===== src/rtl/core/rmsr_pkg.sv =====
`timescale 1ns / 1ps
// Shared types and constants for the reversing motor speed ramp.
// No dependencies.
package rmsr_pkg;

  localparam int TICK_BITS_DEF = 24;
  localparam int STEP_W        = 24;
  localparam int PAUSE_W       = 4;
  localparam int SPEED_W       = 8;
  localparam int ACT_W         = 4;
  localparam int CFG_IDX_W     = 2;
  localparam int CFG_DATA_W    = 24;

  localparam logic [SPEED_W-1:0] SPEED_SLOWEST = 8'd255;
  localparam logic [SPEED_W-1:0] SPEED_MIN_OK  = 8'd11;
  localparam logic [SPEED_W-1:0] SPEED_RST     = 8'd150;

  localparam logic [STEP_W-1:0]  STEP_TICKS_RST = 24'd50000;
  localparam logic [PAUSE_W-1:0] PAUSE_UP_RST   = 4'd10;
  localparam logic [PAUSE_W-1:0] PAUSE_DN_RST   = 4'd1;

  localparam logic [CFG_IDX_W-1:0] CFG_STEP_TICKS = 2'd0;
  localparam logic [CFG_IDX_W-1:0] CFG_PAUSE_UP   = 2'd1;
  localparam logic [CFG_IDX_W-1:0] CFG_PAUSE_DN   = 2'd2;

  localparam logic [ACT_W-1:0] ACT_TICK       = 4'd0;
  localparam logic [ACT_W-1:0] ACT_UP         = 4'd1;
  localparam logic [ACT_W-1:0] ACT_DOWN       = 4'd2;
  localparam logic [ACT_W-1:0] ACT_OFF        = 4'd3;
  localparam logic [ACT_W-1:0] ACT_SET_SPEED  = 4'd4;
  localparam logic [ACT_W-1:0] ACT_SOFT_UP    = 4'd5;
  localparam logic [ACT_W-1:0] ACT_SOFT_DOWN  = 4'd6;
  localparam logic [ACT_W-1:0] ACT_SOFT_SPEED = 4'd7;
  localparam logic [ACT_W-1:0] ACT_SOFT_OFF   = 4'd8;

  typedef enum logic [5:0] {
    PH_IDLE      = 6'b000001,
    PH_SPEED     = 6'b000010,
    PH_REV_OUT   = 6'b000100,
    PH_REV_PAUSE = 6'b001000,
    PH_REV_BACK  = 6'b010000,
    PH_SOFT_OFF  = 6'b100000
  } phase_t;

endpackage


===== src/rtl/core/reversing_motor_speed_ramp_unit.sv =====
`timescale 1ns / 1ps
// Reversing motor speed ramp: command decode, step timer and ramp sequencer.
// Depends on rmsr_pkg.
// The result beat for an item is registered and appears in the cycle after it is accepted.
// One item per cycle while out_stall is low; the output register frees each cycle it is taken.
// in_stall is high only while a result waits in the output register and out_stall holds.
// Reset (rst_n low, synchronous): motor off, heading down, speed 150, no sequence
// running, output empty, registers step_ticks 50000, pauses 10 up and 1 down.
module reversing_motor_speed_ramp_unit #(
  parameter int TICK_COUNTER_BITS = rmsr_pkg::TICK_BITS_DEF
) (
  input  logic                                clk,
  input  logic                                rst_n,
  input  logic                                cfg_wr_en,
  input  logic [rmsr_pkg::CFG_IDX_W-1:0]      cfg_index,
  input  logic [rmsr_pkg::CFG_DATA_W-1:0]     cfg_wdata,
  input  logic                                in_valid,
  output logic                                in_stall,
  input  logic [rmsr_pkg::ACT_W-1:0]          in_action,
  input  logic [rmsr_pkg::SPEED_W-1:0]        in_speed_value,
  output logic                                out_valid,
  input  logic                                out_stall,
  output logic                                out_motor_on,
  output logic                                out_direction_up,
  output logic [rmsr_pkg::SPEED_W-1:0]        out_drive_speed,
  output logic                                out_write_strobe,
  output logic                                out_busy_res
);
  import rmsr_pkg::*;

  localparam int CW = (TICK_COUNTER_BITS > STEP_W) ? TICK_COUNTER_BITS : STEP_W;

  logic [STEP_W-1:0]  step_ticks_r;
  logic [PAUSE_W-1:0] pause_up_r;
  logic [PAUSE_W-1:0] pause_dn_r;

  logic                          running_r, running_nxt;
  logic                          heading_up_r, heading_up_nxt;
  logic [SPEED_W-1:0]            speed_r, speed_nxt;
  phase_t                        phase_r, phase_nxt;
  logic [SPEED_W-1:0]            target_r, target_nxt;
  logic [SPEED_W-1:0]            saved_r, saved_nxt;
  logic [TICK_COUNTER_BITS-1:0]  tick_r, tick_nxt;
  logic [PAUSE_W-1:0]            pause_r, pause_nxt;
  logic                          wrote;

  logic                          out_valid_r;
  logic                          out_motor_on_r;
  logic                          out_direction_up_r;
  logic [SPEED_W-1:0]            out_drive_speed_r;
  logic                          out_write_strobe_r;
  logic                          out_busy_r;

  logic                          in_accept;
  logic [TICK_COUNTER_BITS-1:0]  tick_inc;
  logic [STEP_W-1:0]             step_lim;
  logic                          step_due;
  logic                          sv_ok;
  logic                          soft_up;
  logic [SPEED_W-1:0]            spd_step;

  assign in_stall  = out_valid_r && out_stall;
  assign in_accept = in_valid && !in_stall;

  assign tick_inc = tick_r + 1'b1;
  assign step_lim = (step_ticks_r == '0) ? STEP_W'(1) : step_ticks_r;
  assign step_due = (CW'(tick_inc) >= CW'(step_lim)) || (&tick_inc);
  assign sv_ok    = in_speed_value >= SPEED_MIN_OK;
  assign soft_up  = (in_action == ACT_SOFT_UP);

  always_comb begin
    running_nxt    = running_r;
    heading_up_nxt = heading_up_r;
    speed_nxt      = speed_r;
    phase_nxt      = phase_r;
    target_nxt     = target_r;
    saved_nxt      = saved_r;
    tick_nxt       = tick_r;
    pause_nxt      = pause_r;
    wrote          = 1'b0;
    spd_step       = speed_r;
    if (phase_r != PH_IDLE) begin
      if (in_action == ACT_TICK) begin
        tick_nxt = tick_inc;
        if (step_due) begin
          tick_nxt = '0;
          case (phase_r)
            PH_SPEED: begin
              if (speed_r < target_r) spd_step = speed_r + 1'b1;
              else if (speed_r > target_r) spd_step = speed_r - 1'b1;
              speed_nxt = spd_step;
              if (spd_step == target_r) phase_nxt = PH_IDLE;
              wrote = 1'b1;
            end
            PH_REV_OUT: begin
              if (speed_r < SPEED_SLOWEST) begin
                speed_nxt = speed_r + 1'b1;
              end else begin
                running_nxt = 1'b0;
                pause_nxt   = heading_up_r ? pause_dn_r : pause_up_r;
                phase_nxt   = PH_REV_PAUSE;
              end
              wrote = 1'b1;
            end
            PH_REV_PAUSE: begin
              if (pause_r > 4'd1) begin
                pause_nxt = pause_r - 1'b1;
              end else begin
                pause_nxt      = '0;
                running_nxt    = 1'b1;
                heading_up_nxt = !heading_up_r;
                speed_nxt      = SPEED_SLOWEST;
                phase_nxt      = (saved_r == SPEED_SLOWEST) ? PH_IDLE : PH_REV_BACK;
                wrote          = 1'b1;
              end
            end
            PH_REV_BACK: begin
              if (speed_r > saved_r) spd_step = speed_r - 1'b1;
              else if (speed_r < saved_r) spd_step = speed_r + 1'b1;
              speed_nxt = spd_step;
              if (spd_step == saved_r) phase_nxt = PH_IDLE;
              wrote = 1'b1;
            end
            PH_SOFT_OFF: begin
              if (speed_r < SPEED_SLOWEST) begin
                speed_nxt = speed_r + 1'b1;
              end else begin
                running_nxt    = 1'b0;
                heading_up_nxt = 1'b0;
                phase_nxt      = PH_IDLE;
              end
              wrote = 1'b1;
            end
            default: begin
              phase_nxt = PH_IDLE;
            end
          endcase
        end
      end
    end else begin
      tick_nxt = '0;
      case (in_action)
        ACT_UP: begin
          heading_up_nxt = 1'b1;
          running_nxt    = 1'b1;
          wrote          = 1'b1;
        end
        ACT_DOWN: begin
          heading_up_nxt = 1'b0;
          running_nxt    = 1'b1;
          wrote          = 1'b1;
        end
        ACT_OFF: begin
          heading_up_nxt = 1'b0;
          running_nxt    = 1'b0;
          wrote          = 1'b1;
        end
        ACT_SET_SPEED: begin
          if (sv_ok) begin
            speed_nxt = in_speed_value;
            wrote     = 1'b1;
          end
        end
        ACT_SOFT_UP, ACT_SOFT_DOWN: begin
          if (!running_r) begin
            target_nxt     = speed_r;
            running_nxt    = 1'b1;
            heading_up_nxt = soft_up;
            speed_nxt      = SPEED_SLOWEST;
            phase_nxt      = (speed_r == SPEED_SLOWEST) ? PH_IDLE : PH_SPEED;
            wrote          = 1'b1;
          end else if (heading_up_r != soft_up) begin
            saved_nxt = speed_r;
            if (speed_r == SPEED_SLOWEST) begin
              running_nxt = 1'b0;
              pause_nxt   = heading_up_r ? pause_dn_r : pause_up_r;
              phase_nxt   = PH_REV_PAUSE;
              wrote       = 1'b1;
            end else begin
              phase_nxt = PH_REV_OUT;
            end
          end
        end
        ACT_SOFT_SPEED: begin
          if (sv_ok) begin
            if (!running_r) begin
              speed_nxt = in_speed_value;
            end else if (in_speed_value != speed_r) begin
              target_nxt = in_speed_value;
              phase_nxt  = PH_SPEED;
            end
          end
        end
        ACT_SOFT_OFF: begin
          if (running_r) begin
            if (speed_r == SPEED_SLOWEST) begin
              running_nxt    = 1'b0;
              heading_up_nxt = 1'b0;
              wrote          = 1'b1;
            end else begin
              phase_nxt = PH_SOFT_OFF;
            end
          end
        end
        default: begin
        end
      endcase
    end
  end

  always_ff @(posedge clk) begin
    if (!rst_n) begin
      step_ticks_r <= STEP_TICKS_RST;
      pause_up_r   <= PAUSE_UP_RST;
      pause_dn_r   <= PAUSE_DN_RST;
    end else if (cfg_wr_en) begin
      case (cfg_index)
        CFG_STEP_TICKS: step_ticks_r <= cfg_wdata[STEP_W-1:0];
        CFG_PAUSE_UP:   pause_up_r   <= cfg_wdata[PAUSE_W-1:0];
        CFG_PAUSE_DN:   pause_dn_r   <= cfg_wdata[PAUSE_W-1:0];
        default: begin
        end
      endcase
    end
  end

  always_ff @(posedge clk) begin
    if (!rst_n) begin
      running_r    <= 1'b0;
      heading_up_r <= 1'b0;
      speed_r      <= SPEED_RST;
      phase_r      <= PH_IDLE;
      target_r     <= '0;
      saved_r      <= '0;
      tick_r       <= '0;
      pause_r      <= '0;
    end else if (in_accept) begin
      running_r    <= running_nxt;
      heading_up_r <= heading_up_nxt;
      speed_r      <= speed_nxt;
      phase_r      <= phase_nxt;
      target_r     <= target_nxt;
      saved_r      <= saved_nxt;
      tick_r       <= tick_nxt;
      pause_r      <= pause_nxt;
    end
  end

  always_ff @(posedge clk) begin
    if (!rst_n) begin
      out_valid_r <= 1'b0;
    end else if (in_accept) begin
      out_valid_r <= 1'b1;
    end else if (!out_stall) begin
      out_valid_r <= 1'b0;
    end
  end

  always_ff @(posedge clk) begin
    if (in_accept) begin
      out_motor_on_r     <= running_nxt;
      out_direction_up_r <= heading_up_nxt;
      out_drive_speed_r  <= speed_nxt;
      out_write_strobe_r <= wrote;
      out_busy_r         <= (phase_nxt != PH_IDLE);
    end
  end

  assign out_valid        = out_valid_r;
  assign out_motor_on     = out_motor_on_r;
  assign out_direction_up = out_direction_up_r;
  assign out_drive_speed  = out_drive_speed_r;
  assign out_write_strobe = out_write_strobe_r;
  assign out_busy_res     = out_busy_r;

endmodule

===== config.mk =====
export PLATFORM = sky130hd
export DESIGN_NAME = reversing_motor_speed_ramp_unit
export DESIGN_NICKNAME = d
export VERILOG_FILES = /design/src/rtl/core/rmsr_pkg.sv /design/src/rtl/core/reversing_motor_speed_ramp_unit.sv
export SDC_FILE = /design/constraint.sdc
export NUM_CORES = 1
export LEC_CHECK = 0
export ABC_AREA = 1
export ABC_CLOCK_PERIOD_IN_PS = 7800
export BUFFER_PORTS_ARGS = -buffer_cell sky130_fd_sc_hd__buf_2
export CAP_MARGIN = 40
export CORE_MARGIN = 2
export CORE_UTILIZATION = 57
export DETAILED_ROUTE_END_ITERATION = 8
export PLACE_DENSITY = 0.76
export SYNTH_ARGS = -nofsm -noshare
export SYNTH_HDL_FRONTEND = slang
export SYNTH_SLANG_ARGS = --single-unit

===== constraint.sdc =====
create_clock -name clk -period 7.8 [get_ports clk]
set_input_delay 1.56 -clock clk [delete_from_list [all_inputs] [get_ports clk]]
set_output_delay 1.56 -clock clk [all_outputs]
set_load 0.05 [all_outputs]

# --- Word-level counts from Yosys, hierarchy flattened ---
# Index checks and enable logic that the tools add are counted.
totals:
  ff_bits: 105
classes:
  add_sub_neg: 4
  order_cmp: 8
  eq_ne: 32
  muxes: 97
  n_bitwise: 1
  n_reduce_logical: 27
ops:
  columns: ["operator", "count"]
  rows:
  - ["2-to-1 mux 8 bit", 25]
  - ["2-to-1 mux 24 bit", 4]
  - ["2-to-1 mux 6 bit", 15]
  - ["2-to-1 mux 4 bit", 11]
  - ["one-hot mux 8 bit (4 select lines)", 1]
  - ["one-hot mux 6 bit (5 select lines)", 1]
  - ["2-to-1 mux 1 bit", 28]
  - ["adder 24 x 1 -> 24 bit (second input constant)", 1]
  - [">= comparator 24 bit", 1]
  - ["logical NOT 24 bit", 1]
  - ["one-hot mux 8 bit (3 select lines)", 1]
  - ["AND reduction 24 bit", 1]
  - ["one-hot mux 6 bit (3 select lines)", 1]
  - ["== test 4 x 3 -> 1 bit (second input constant)", 4]
  - ["== test 8 bit", 2]
  - ["== test 8 bit (second input constant)", 2]
  - ["> comparator 8 bit", 2]
  - ["< comparator 8 bit", 2]
  - ["one-hot mux 8 bit (2 select lines)", 1]
  - ["inequality test 6 x 1 -> 1 bit (second input constant)", 2]
  - ["one-hot mux 1 bit (4 select lines)", 3]
  - ["inequality test 2 bit (second input constant)", 5]
  - ["nonzero test 2 bit", 5]
  - ["AND reduction 9 bit", 1]
  - ["other kinds (37)", 49]

# --- Logic depth before layout (Yosys ltp) ---
# Gate-level depths: netlist of run 1.
depth:
  depth_word: 14
  mapped_depth: 26

# --- Worst setup path before layout of run 1 ---
# OpenSTA, ideal clock, no wires.
synth_path:
  path_type: "input to output"
  start: "input out_stall"
  end: "output in_stall"
  t_arrival_ps: 1964
  required_ps: 6240
  path_slack_ps: 4276
  stages: 2
  n_path_buf: 0
  cell_sequence: "nand2_1 > inv_1"
synth_between:
  elab_chain_cells: 1
synth_lines:
  columns: ["item", "line_no", "rtl"]
  rows:
  - ["start, declared", "reversing_motor_speed_ramp_unit.sv:22", "input logic out_stall,"]
  - ["logical AND 1 bit", "reversing_motor_speed_ramp_unit.sv:62", "assign in_stall = out_valid_r && out_stall;"]
  - ["end, declared", "reversing_motor_speed_ramp_unit.sv:18", "output logic in_stall,"]
# No other way between the ends.

# --- Worst setup path in the final report of run 1 ---
layout_path:
  start: "register tick_r[0]"
  end: "register speed_r[6]"
layout_between:
  elab_chain_cells: 6
  word_cells_on_any_way: 7
  cone_classes: "add/sub: 1; order compare: 1; mux: 3; reduce/logical: 2"
layout_lines:
  columns: ["item", "line_no", "rtl"]
  rows:
  - ["start, declared", "reversing_motor_speed_ramp_unit.sv:43", "logic [TICK_COUNTER_BITS-1:0] tick_r, tick_nxt;"]
  - ["start signal, assigned", "reversing_motor_speed_ramp_unit.sv:244", "tick_r <= tick_nxt;"]
  - ["adder 24 x 1 -> 24 bit (*)", "reversing_motor_speed_ramp_unit.sv:65", "assign tick_inc = tick_r + 1'b1;"]
  - [">= comparator 24 bit / AND reduction 24 bit (equally long branches)", "reversing_motor_speed_ramp_unit.sv:67", "assign step_due = (CW'(tick_inc) >= CW'(step_lim)) || (&tick_inc);"]
  - ["logical OR 1 bit (*)", "reversing_motor_speed_ramp_unit.sv:67", null]
  - ["2-to-1 mux 8 bit (*)", "reversing_motor_speed_ramp_unit.sv:85", "if (step_due) begin"]
  - ["2-to-1 mux 8 bit (*)", "reversing_motor_speed_ramp_unit.sv:83", "if (in_action == ACT_TICK) begin"]
  - ["2-to-1 mux 8 bit (*)", "reversing_motor_speed_ramp_unit.sv:82", "if (phase_r != PH_IDLE) begin"]
  - ["via speed_nxt[6]", "reversing_motor_speed_ramp_unit.sv:39", "logic [SPEED_W-1:0] speed_r, speed_nxt;"]
  - ["end signal, assigned", "reversing_motor_speed_ramp_unit.sv:240", "speed_r <= speed_nxt;"]
  - ["end, declared", "reversing_motor_speed_ramp_unit.sv:39", null]
# The timed path passes the listed nets; every way through them passes the cells marked *.
# A chain may end at the register's enable or synchronous reset.

==> flow_metrics.py, run 1 <==
metrics = {
    "placed_design": {
        "port_buffers": 56,
        "hpwl_um": 18600,
        "place_ws_ns": 3.80,
        "gp_congestion": 1.00,
    },
    "worst_setup_path": {
        "worstPathRequired_ns": 8.05,
        "critPathMaxFanout": 12,
        "cp-startpoint": "tick_r[0]$_SDFFE_PN0P_",
        "end_kind": "register",
        "worstSetupStartpointType": "register",
        "critPathArrivalTime_ns": 4.19,
        "path_class": "register to register",
        "r2r_start": "tick_r[0]$_SDFFE_PN0P_",
    },
    "floorplan": {
        "num_rows": 44,
        "fp.coreArea_um2": 14400,
        "num_io_pins": 57,
        "die-area_um2": 15700,
        "start_util_pct": 58.0,
        "fp.dieH_um": 125,
        "die_x_um": 125,
    },
    "power": {
        "p_leak_nw": 4.00,
        "vdd_drop_max_v": 0.000133,
        "cellPowerDensity_nw_per_um2": 156,
    },
    "layout": {
        "syn2layout_area_growth_pct": 8.12,
        "nets": 1468,
        "antenna_cells": 0,
        "post_route_cells_drive_above_1_share_pct": 8.09,
    },
    "clocking": {
        "clk_latency_ns": 0.36,
        "clock-sinks": 105,
        "numCtsBuffers": 9,
        "cts_tree": "yes",
        "cts_hold_buf": 0,
        "root_buffer": "clkbuf_16",
        "cts.htree.levels": 3,
        "clk_pin_slew_ns": 0.07,
        "cts_setup_buffers": 0,
        "post_cts_resized": 0,
        "ctsLongestPathBuffers": 2,
    },
    "sta": {
        "tightestPinTransition_ns": 0.879,
        "post-route-period-util_pct": 50.5,
        "finalSetupViolCount": 0,
        "fmax_mhz": 254,
        "timing.final.hold_violations": 0,
        "tns_ns": 0,
        "report.final.slew_viol_count": 0,
        "min_period_ns": 3.94,
        "worst_clock_skew_ns": 0.00774,
        "slew_headroom_pct": 41.3,
        "setup_slack_ns": 3.86,
        "rsz0062_at_grt": "no",
    },
    "detailed_routing": {
        "antenna_left": 0,
        "drtIter0Drc": 994,
        "num_vias": 9183,
        "drc_errors": 0,
        "wl_um": 24900,
        "drt_pre_antenna_iters": 7,
        "routedWlPerCell_um": 15.9,
        "vias_per_cell": 5.86,
    },
    "yosys": {
        "ys_warn_count": 0,
        "ys_ff_latch": 105,
        "ys_seq_area_share_pct": 26.6,
        "synth_area_per_cell_um2": 6.19,
        "syn_area_um2": 8370,
        "syn-num-nets": 1440,
        "synth_cell_types": 52,
        "syn_inst": 1351,
    },
    "global_routing": {
        "grtUsageMet2_pct": 46.4,
        "antenna_found_initial": 0,
        "grt_pass1_vias": 8066,
        "grtUsageMet1_pct": 45.3,
        "busiest_layer": "met2",
        "grt_usage_pct": 31.5,
        "grt_pass1_wl_um": 40300,
        "grt_use_met3_pct": 6.03,
        "overflow": 0,
        "grt_start_max_net_pins": 40,
    },
    "flow_run": {
        "drv_cap": 0,
    },
    "hold_path": {
        "worstHoldStart": "step_ticks_r[3]$_SDFFE_PN0P_",
        "worstHoldPathType": "register to register",
    },
    "outcome": {
        "status": "finished, final reports clean",
    },
}
[layer usage]
layer	part of all wire, %	vias up
met5	0	-
met4	3.3	0
met3	10	78
met2	42	487
met1	45	4034
li1	-	4584
[path summary, 6_finish.rpt]
check | slack, ns | cells after the start | to
setup / recovery | 3.86 | 22 | speed_r[6]$_SDFFE_PN0P_
hold / removal | 0.48 | 2 | step_ticks_r[3]$_SDFFE_PN0P_
setup reg to reg | 3.86 | 22 | speed_r[6]$_SDFFE_PN0P_
hold reg to reg | 0.48 | 2 | step_ticks_r[3]$_SDFFE_PN0P_
[through the flow]
step | std cells | cell area (um2) | hold slack, ns | total power [mW] | utilization, %
finish | 1568 | 9040 | 0.482 | 1.41 | 62.7
floorplan | 1351 | 8370 | 0.429 | 0.869 | -
global route | 1568 | 9040 | 0.494 | 1.48 | 62.7
CTS | 1568 | 9040 | 0.485 | 1.41 | 62.7
global placement | 1550 | 8730 | 0.463 | 0.965 | 60.5
detailed placement | 1552 | 8760 | 0.471 | 0.970 | 60.7
[state kept, by name (all words and copies together) (netlist names), 6 cells and up]
name	flops
speed_r	8
phase_r	6
tick_r	24
step_ticks_r	24
target_r	8
saved_r	8
out_drive_speed	8
[layout by cell type, fill, tap and decap left out, drive strengths merged, types with 2 or more instances in the layout]
cell,n
a21oi,118
clkbuf,10
clkinv,5
dfxtp,93
a21o,2
nand2,335
o221ai,5
a22oi,2
nand4,30
a31oi,2
nor4,9
nor2,155
buf,65
o22ai,2
inv,177
a211oi,14
or2,3
ha,46
xor2,11
nand3,122
o31ai,7
o211ai,17
edfxtp,12
o2111ai,3
o21ai,92
a311oi,8
o21bai,3
nor3,17
xnor2,9
[power breakdown]
group,internal [mW],switching (mW)
logic,0.111,0.252
clock network,0.228,0.214
registers,0.574,0.0338
total,0.913,0.500
[kinds of logic after synthesis]
logic type | synth area share [%]
fa+ha+maj | 6.88
simple gates | 34.5
compound gates | 19.5
buf+inv | 10.4
xor+xnor | 2.09
flops | 26.6
[critical path, cell delays in order (launching register included)]
cell and delay, ns:
dfxtp_1 0.46, ha_1 0.31, nand2_1 0.11, nor2_2 0.26, nand2_1 0.16, nor2_1 0.15
xor2_1 0.20, inv_1 0.11, ha_1 0.29, nand4_1 0.08, or2_2 0.31, nor2_1 0.09
o21ai_0 0.08, nand3_1 0.07, a21oi_1 0.06, nand2_4 0.16, nand2_2 0.18, inv_2 0.21
o2111ai_1 0.15, nand2_1 0.12, nand2_1 0.07, o21ai_1 0.12, inv_1 0.05
[area by class of cell]
type	instances	area [um2]
clock buffers	10	239
clock inverters	6	45.0
fillers	1404	5380
inverters	177	664
multi-input cells	1021	5280
flip-flops and latches	105	2220
well taps	184	230
repair buffers	65	368
[synthesized netlist by cell type, drive strengths merged]
| master | instances | area [um2] |
|---|---|---|
| a311oi | 8 | 70.1 |
| inv | 173 | 649 |
| ha | 46 | 576 |
| a32o | 1 | 10.0 |
| or3 | 1 | 6.26 |
| nand3b | 1 | 7.51 |
| clkbuf | 34 | 128 |
| a22oi | 2 | 15.0 |
| nand2 | 335 | 1270 |
| o221a | 1 | 11.3 |
| a31oi | 2 | 12.5 |
| dfxtp | 93 | 1860 |
| clkinv | 4 | 15.0 |
| xor2 | 11 | 96.3 |
| buf | 14 | 77.6 |
| o21bai | 3 | 22.5 |
| a221oi | 1 | 8.76 |
| nor3 | 17 | 90.1 |
| o22ai | 2 | 12.5 |
| o21ai | 92 | 464 |
| o221ai | 5 | 43.8 |
| nand4 | 30 | 188 |
| o21a | 1 | 7.51 |
| o211ai | 17 | 128 |
| nor2 | 155 | 614 |
| a21oi | 118 | 602 |
| nor4 | 9 | 83.8 |
| a41o | 1 | 10.0 |
| o31ai | 7 | 52.6 |
| nand3 | 122 | 611 |
| or2 | 3 | 18.8 |
| a2111oi | 1 | 8.76 |
| a21o | 2 | 15.0 |
| a211oi | 14 | 105 |
| xnor2 | 9 | 78.8 |
| o2111ai | 3 | 26.3 |
| edfxtp | 12 | 360 |
| o311ai | 1 | 8.76 |
(Power assumes the default switching activity.)
==> inputs of run 2 (changes only) <==
--- a/config.mk
+++ b/config.mk
@@ -5,8 +5,8 @@
 export SDC_FILE = /design/constraint.sdc
 export NUM_CORES = 1
 export LEC_CHECK = 0
-export ABC_AREA = 1
-export ABC_CLOCK_PERIOD_IN_PS = 7800
+export ABC_AREA = 0
+export ABC_CLOCK_PERIOD_IN_PS = 3900
 export BUFFER_PORTS_ARGS = -buffer_cell sky130_fd_sc_hd__buf_2
 export CAP_MARGIN = 40
 export CORE_MARGIN = 2
==> constraint.sdc (replaced) <==
create_clock -name clk -period 3.9 [get_ports clk]
set_input_delay 0.78 -clock clk [delete_from_list [all_inputs] [get_ports clk]]
set_output_delay 0.78 -clock clk [all_outputs]
set_load 0.05 [all_outputs]
==> flow_metrics.py, run 2 <==
metrics = {
    "yosys": {
        "synth_cell_types": 76,
        "ys_seq_area_share_pct": 27.8,
        "synthTopCellsByCount": "nand2_1, nor2_1, dfxtp_1, a21oi_1, clkbuf_1",
        "syn_area_um2": 7980,
        "syn-num-nets": 1145,
        "synth_edf_count": 12,
        "synth_area_leaders": "dfxtp_1, ha_1, nand2_1, nor2_1, a21oi_1",
        "synth_area_per_cell_um2": 7.56,
        "synthFlopType": "dfxtp_1",
        "synth_top_area_cell": "dfxtp_1",
        "ys_ff_latch": 105,
        "post-synth-top-count-cell": "nand2_1",
        "ys_warn_count": 0,
        "yosys.area.top_type_share_pct": 23.3,
        "async_flop_share_pct": 0,
        "syn_inst": 1056,
    },
    "clocking": {
        "clock-sinks": 105,
        "clk_latency_ns": 0.37,
        "cts_hold_buf": 0,
        "cts_tree": "yes",
        "ctsLongestPathBuffers": 2,
        "root_buffer": "clkbuf_16",
        "numCtsBuffers": 9,
        "clk_pin_slew_ns": 0.08,
        "cts.htree.levels": 3,
    },
    "power": {
        "vdd_drop_max_v": 0.000247,
        "p_leak_nw": 3.61,
        "cellPowerDensity_nw_per_um2": 292,
    },
    "floorplan": {
        "fp.coreArea_um2": 13800,
        "die_x_um": 122,
        "die-area_um2": 15000,
        "num_io_pins": 57,
        "fp.dieH_um": 122,
        "num_rows": 43,
        "start_util_pct": 58.0,
    },
    "detailed_routing": {
        "vias_per_cell": 6.33,
        "drt_pre_antenna_iters": 6,
        "drc_errors": 0,
        "routedWlPerCell_um": 18.0,
        "drtIter0Drc": 807,
        "wl_um": 23300,
        "antenna_left": 0,
        "num_vias": 8160,
    },
    "layout": {
        "num-fill-cells": 1183,
        "mostFrequentLayoutCell": "nand2_1",
        "nets": 1194,
        "reg.largest.list": "step_ticks_r: 24 flops, tick_r: 24 flops",
        "syn2layout_area_growth_pct": 15.0,
        "final_cell_mix": "nand2_1, nor2_1, dfxtp_1",
        "post_route_cells_drive_above_1_share_pct": 17.1,
        "postLayoutCoreUtil_pct": 66.7,
        "antenna_cells": 0,
    },
    "sta": {
        "post-route-period-util_pct": 96.7,
        "slew_headroom_pct": 41.3,
        "worst_clock_skew_ns": 0.0113,
        "min_period_ns": 3.77,
        "timing.final.hold_violations": 0,
        "fmax_mhz": 265,
        "tightestPinTransition_ns": 0.879,
        "report.final.slew_viol_count": 0,
        "finalSetupViolCount": 0,
        "rsz0062_at_grt": "yes",
        "setup_slack_ns": 0.130,
    },
    "worst_setup_path": {
        "worstSetupStartpointType": "register",
        "worstPathRequired_ns": 4.00,
        "cp-startpoint": "tick_r[0]$_SDFFE_PN0P_",
        "end_kind": "register",
        "r2r_end": "out_busy_res$_DFFE_PP_",
        "critPathArrivalTime_ns": 3.87,
        "path_class": "register to register",
        "critPathMaxFanout": 7,
        "r2r_start": "tick_r[0]$_SDFFE_PN0P_",
        "rrSetupSlack_ns": 0.13,
        "r2r_cells": 16,
    },
    "global_routing": {
        "grt_usage_pct": 31.0,
        "antenna_found_initial": 0,
        "overflow": 0,
        "grt_pass1_wl_um": 37200,
        "grt_start_max_net_pins": 42,
        "grt_pass1_vias": 7521,
    },
    "placed_design": {
        "gp_congestion": 1.01,
        "port_buffers": 56,
        "place_ws_ns": 0.0396,
        "hpwl_um": 17100,
    },
    "hold_path": {
        "worstHoldStart": "step_ticks_r[3]$_SDFFE_PN0P_",
        "min_to": "step_ticks_r[3]$_SDFFE_PN0P_",
        "worstHoldPathType": "register to register",
        "hold_depth": 2,
    },
    "flow_run": {
        "drv_cap": 0,
    },
    "outcome": {
        "status": "finished, final reports clean",
    },
}
==> run 2: changes by cell type after synthesis, sizes merged, moves of 11 or more <==
cell / before / now
and3: 0 / 12
mux2i: 0 / 30
o21ai: 92 / 62
nand4: 30 / 18
clkbuf: 34 / 64
a21o: 2 / 16
xnor2: 9 / 39
inv: 173 / 53
nor2: 155 / 106
a22oi: 2 / 17
nand2: 335 / 120
nand3: 122 / 35
a31oi: 2 / 13
a21oi: 118 / 79
==> run 2: area by class of cell <==
| type | instances | area (um2) | share of cell area [%] |
|---|---|---|---|
| clock buffer | 9 | 225 | 2.45 |
| tap | 180 | 225 | 2.45 |
| multi-input combinational | 824 | 5470 | 59.5 |
| clock inverter | 7 | 108 | 1.17 |
| inverter | 53 | 199 | 2.17 |
| sequential | 105 | 2230 | 24.3 |
| timing repair buffer | 112 | 731 | 7.96 |
==> run 2: timing repair <==
item	4_1_cts	5_1_grt
buffers inserted	0	5
gates resized for setup	0	34
setup endpoints to repair	0	40
endpoints found under the hold margin	0	0
==> run 2: power by group <==
group	internal [mW]	switching [mW]	total, mW
Clock	0.523	0.468	0.991
Combinational	0.191	0.323	0.514
Sequential	1.13	0.0471	1.18
==> run 2: through the flow <==
stage	power [mW]	std cells	area (um2)	hold slack [ns]	TNS [ns]
after floorplan	1.54	1056	8020	0.436	0
after global placement	1.68	1267	8620	0.452	0
after detailed placement	1.69	1268	8640	0.460	0
after CTS	2.67	1284	8970	0.482	0
after global routing	2.78	1290	9180	0.506	-0.508
final	2.68	1290	9180	0.482	0
==> run 2: worst max-delay path: stages (launching register included) <==
cell and delay [ns]:
dfxtp_2 0.34, nand4_1 0.22, nor2_4 0.18, nand3_2 0.10, nor4_4 0.33, nand2_1 0.13, xnor2_1 0.26, ha_1 0.20
a21o_1 0.11, a21oi_1 0.08, o2111a_1 0.14, a221o_1 0.39, and3_4 0.19, nand2b_4 0.18, or3_4 0.41, a21oi_4 0.14
nand4_1 0.10
==> run 2: layer usage <==
metal	GRT usage, %	share of wire, %	up-vias	wire length, um
met3	5.76	7.3	81	1690
li1	-	-	3890	-
met4	13.4	4.2	0	979
met1	39.3	41	3821	9530
met5	0	0	-	0
met2	51.6	48	368	11100
==> run 2: how the worst max path moves through the flow <==
stage                               to  slack, ns  cells after the start
2_1_floorplan   out_busy_res$_DFFE_PP_       0.02                     17
3_3_place_gp    out_busy_res$_DFFE_PP_       0.14                     15
3_5_place_dp    out_busy_res$_DFFE_PP_       0.04                     15
4_1_cts         out_busy_res$_DFFE_PP_       0.03                     15
5_1_grt        pause_r[2]$_SDFFE_PN0P_      -0.09                     17
6_report        out_busy_res$_DFFE_PP_       0.13                     16
==> run 2: cell families after synthesis <==
kind of cell               Yosys count  share of synthesized area [%]
and+or+nand+nor                    401                           24.6
adders and majority gates           46                           7.21
buffers and inverters              127                           6.25
DFF                                105                           27.8
AOI/OAI and AO/OA                  285                           23.3
xor gates and xnor gates            59                           6.65
muxes                               33                           4.18
==> inputs of run 3 (changes only) <==
--- a/config.mk
+++ b/config.mk
@@ -9,7 +9,7 @@
 export ABC_CLOCK_PERIOD_IN_PS = 3900
 export BUFFER_PORTS_ARGS = -buffer_cell sky130_fd_sc_hd__buf_2
 export CAP_MARGIN = 40
-export CORE_MARGIN = 2
+export CORE_MARGIN = 5
 export CORE_UTILIZATION = 57
 export DETAILED_ROUTE_END_ITERATION = 8
 export PLACE_DENSITY = 0.76
==> flow_metrics.py, run 3 (synthesis gave the netlist of run 2 again) <==
metrics = {
    "outcome": {
        "status": "finished, final reports clean",
    },
    "clocking": {
        "clock-sinks": 105,
        "ctsLongestPathBuffers": 2,
        "numCtsBuffers": 9,
        "cts.htree.levels": 3,
        "cts_tree": "yes",
        "clk_pin_slew_ns": 0.08,
        "clk_latency_ns": 0.36,
        "cts_hold_buf": 0,
        "root_buffer": "clkbuf_16",
    },
    "sta": {
        "finalSetupViolCount": 0,
        "timing.final.hold_violations": 0,
        "report.final.slew_viol_count": 0,
        "post-route-period-util_pct": 99.2,
        "tightestPinTransition_ns": 0.860,
        "setup_slack_ns": 0.0319,
        "worst_clock_skew_ns": 0.0127,
        "rsz0062_at_grt": "yes",
        "fmax_mhz": 259,
        "min_period_ns": 3.87,
        "slew_headroom_pct": 42.5,
        "tns_ns": 0,
    },
    "hold_path": {
        "worstHoldPathType": "register to register",
    },
    "worst_setup_path": {
        "rrSetupSlack_ns": 0.03,
        "worstPathRequired_ns": 3.99,
        "end_kind": "register",
        "worstSetupStartpointType": "register",
        "critPathArrivalTime_ns": 3.96,
        "critPathMaxFanout": 6,
        "path_class": "register to register",
    },
    "placed_design": {
        "hpwl_um": 17300,
        "place_ws_ns": -0.0574,
        "post_dp_cell_area_um2": 8650,
        "gp_congestion": 0.970,
        "port_buffers": 56,
    },
    "detailed_routing": {
        "num_vias": 8039,
        "antenna_left": 0,
        "drt_pre_antenna_iters": 6,
        "drtIter0Drc": 794,
        "wl_um": 23300,
        "routedWlPerCell_um": 18.0,
        "drc_errors": 0,
        "vias_per_cell": 6.21,
    },
    "floorplan": {
        "num_io_pins": 57,
        "fp.dieH_um": 128,
        "die-area_um2": 16500,
        "die_x_um": 128,
        "start_util_pct": 57.7,
        "fp.coreArea_um2": 13800,
        "num_rows": 43,
    },
    "layout": {
        "mostFrequentLayoutCell": "nand2_1",
        "nets": 1199,
        "final_cell_area_um2": 9150,
        "postLayoutCoreUtil_pct": 66.2,
        "final_cell_mix": "nand2_1, nor2_1, dfxtp_1",
        "reg.largest.list": "step_ticks_r: 24 flops, tick_r: 24 flops",
        "antenna_cells": 0,
        "syn2layout_area_growth_pct": 14.6,
        "post_route_cells_drive_above_1_share_pct": 16.5,
    },
    "power": {
        "vdd_drop_max_v": 0.000237,
        "cellPowerDensity_nw_per_um2": 283,
        "p_leak_nw": 3.61,
        "finalPower_mw": 2.59,
    },
    "global_routing": {
        "grt_pass1_wl_um": 37000,
        "overflow": 0,
        "antenna_found_initial": 0,
        "grt_start_max_net_pins": 33,
        "grt_usage_pct": 27.4,
        "grt_pass1_vias": 7340,
    },
    "flow_run": {
        "drv_cap": 0,
    },
}
==> run 3: changes by cell type in the layout (fill, tap and decap cells not counted), sizes merged <==
cell	previous run	this run
buf	112	117
bufinv	1	0
clkinv	4	2
clkinvlp	0	1
inv	55	57
==> run 3: worst paths after layout <==
check / start / depth (start not counted) / endpoint
worst min-delay path: step_ticks_r[19]$_SDFFE_PN0P_ / 2 / step_ticks_r[19]$_SDFFE_PN0P_
worst max-delay path: tick_r[1]$_SDFFE_PN0P_ / 14 / out_busy_res$_DFFE_PP_
worst min register to register: step_ticks_r[19]$_SDFFE_PN0P_ / 2 / step_ticks_r[19]$_SDFFE_PN0P_
worst max register to register: tick_r[1]$_SDFFE_PN0P_ / 14 / out_busy_res$_DFFE_PP_
==> run 3: cell type report <==
cell class | instances | area, um2
multi-input combinational | 824 | 5420
fill | 1173 | 4680
sequential | 105 | 2230
timing repair buffer | 117 | 779
clock buffer | 9 | 225
tap | 180 | 225
inverter | 53 | 199
clock inverter | 7 | 68.8
==> run 3: where the power goes <==
group | internal (mW) | leakage [nW] | switching, mW
registers | 1.13 | 0.872 | 0.0447
logic | 0.190 | 2.59 | 0.322
clock network | 0.451 | 0.143 | 0.454
total | 1.77 | 3.61 | 0.820
==> run 3: per-layer routing <==
metal	share of wire [%]	global-route usage, %
met5	0	0
met4	3.7	10.2
met3	7.3	4.94
met2	47	46.0
met1	42	35.3
==> run 3: critical path, cell delays in order (launching register included) <==
cell,delay (ns)
dfxtp_4,0.37
nand4_1,0.10
buf_6,0.15
nor4_1,0.39
xor2_1,0.15
ha_1,0.32
nand4_1,0.15
buf_4,0.18
o2111a_1,0.23
a221o_1,0.39
and3_4,0.19
nand2b_4,0.17
a221o_1,0.38
nor4_2,0.30
nand4_1,0.12
==> run 3: per-stage QoR <==
stage	cells	hold slack, ns
floorplan	1056	0.436
global placement	1267	0.453
detailed placement	1268	0.467
CTS	1285	0.475
global route	1295	0.500
finish	1295	0.476
==> run 3: repair_timing <==
action                     in CTS  in global routing
buffers inserted                1                 10
pin swaps                       2                 15
setup endpoints to repair       1                 34
gates resized for setup         4                 20
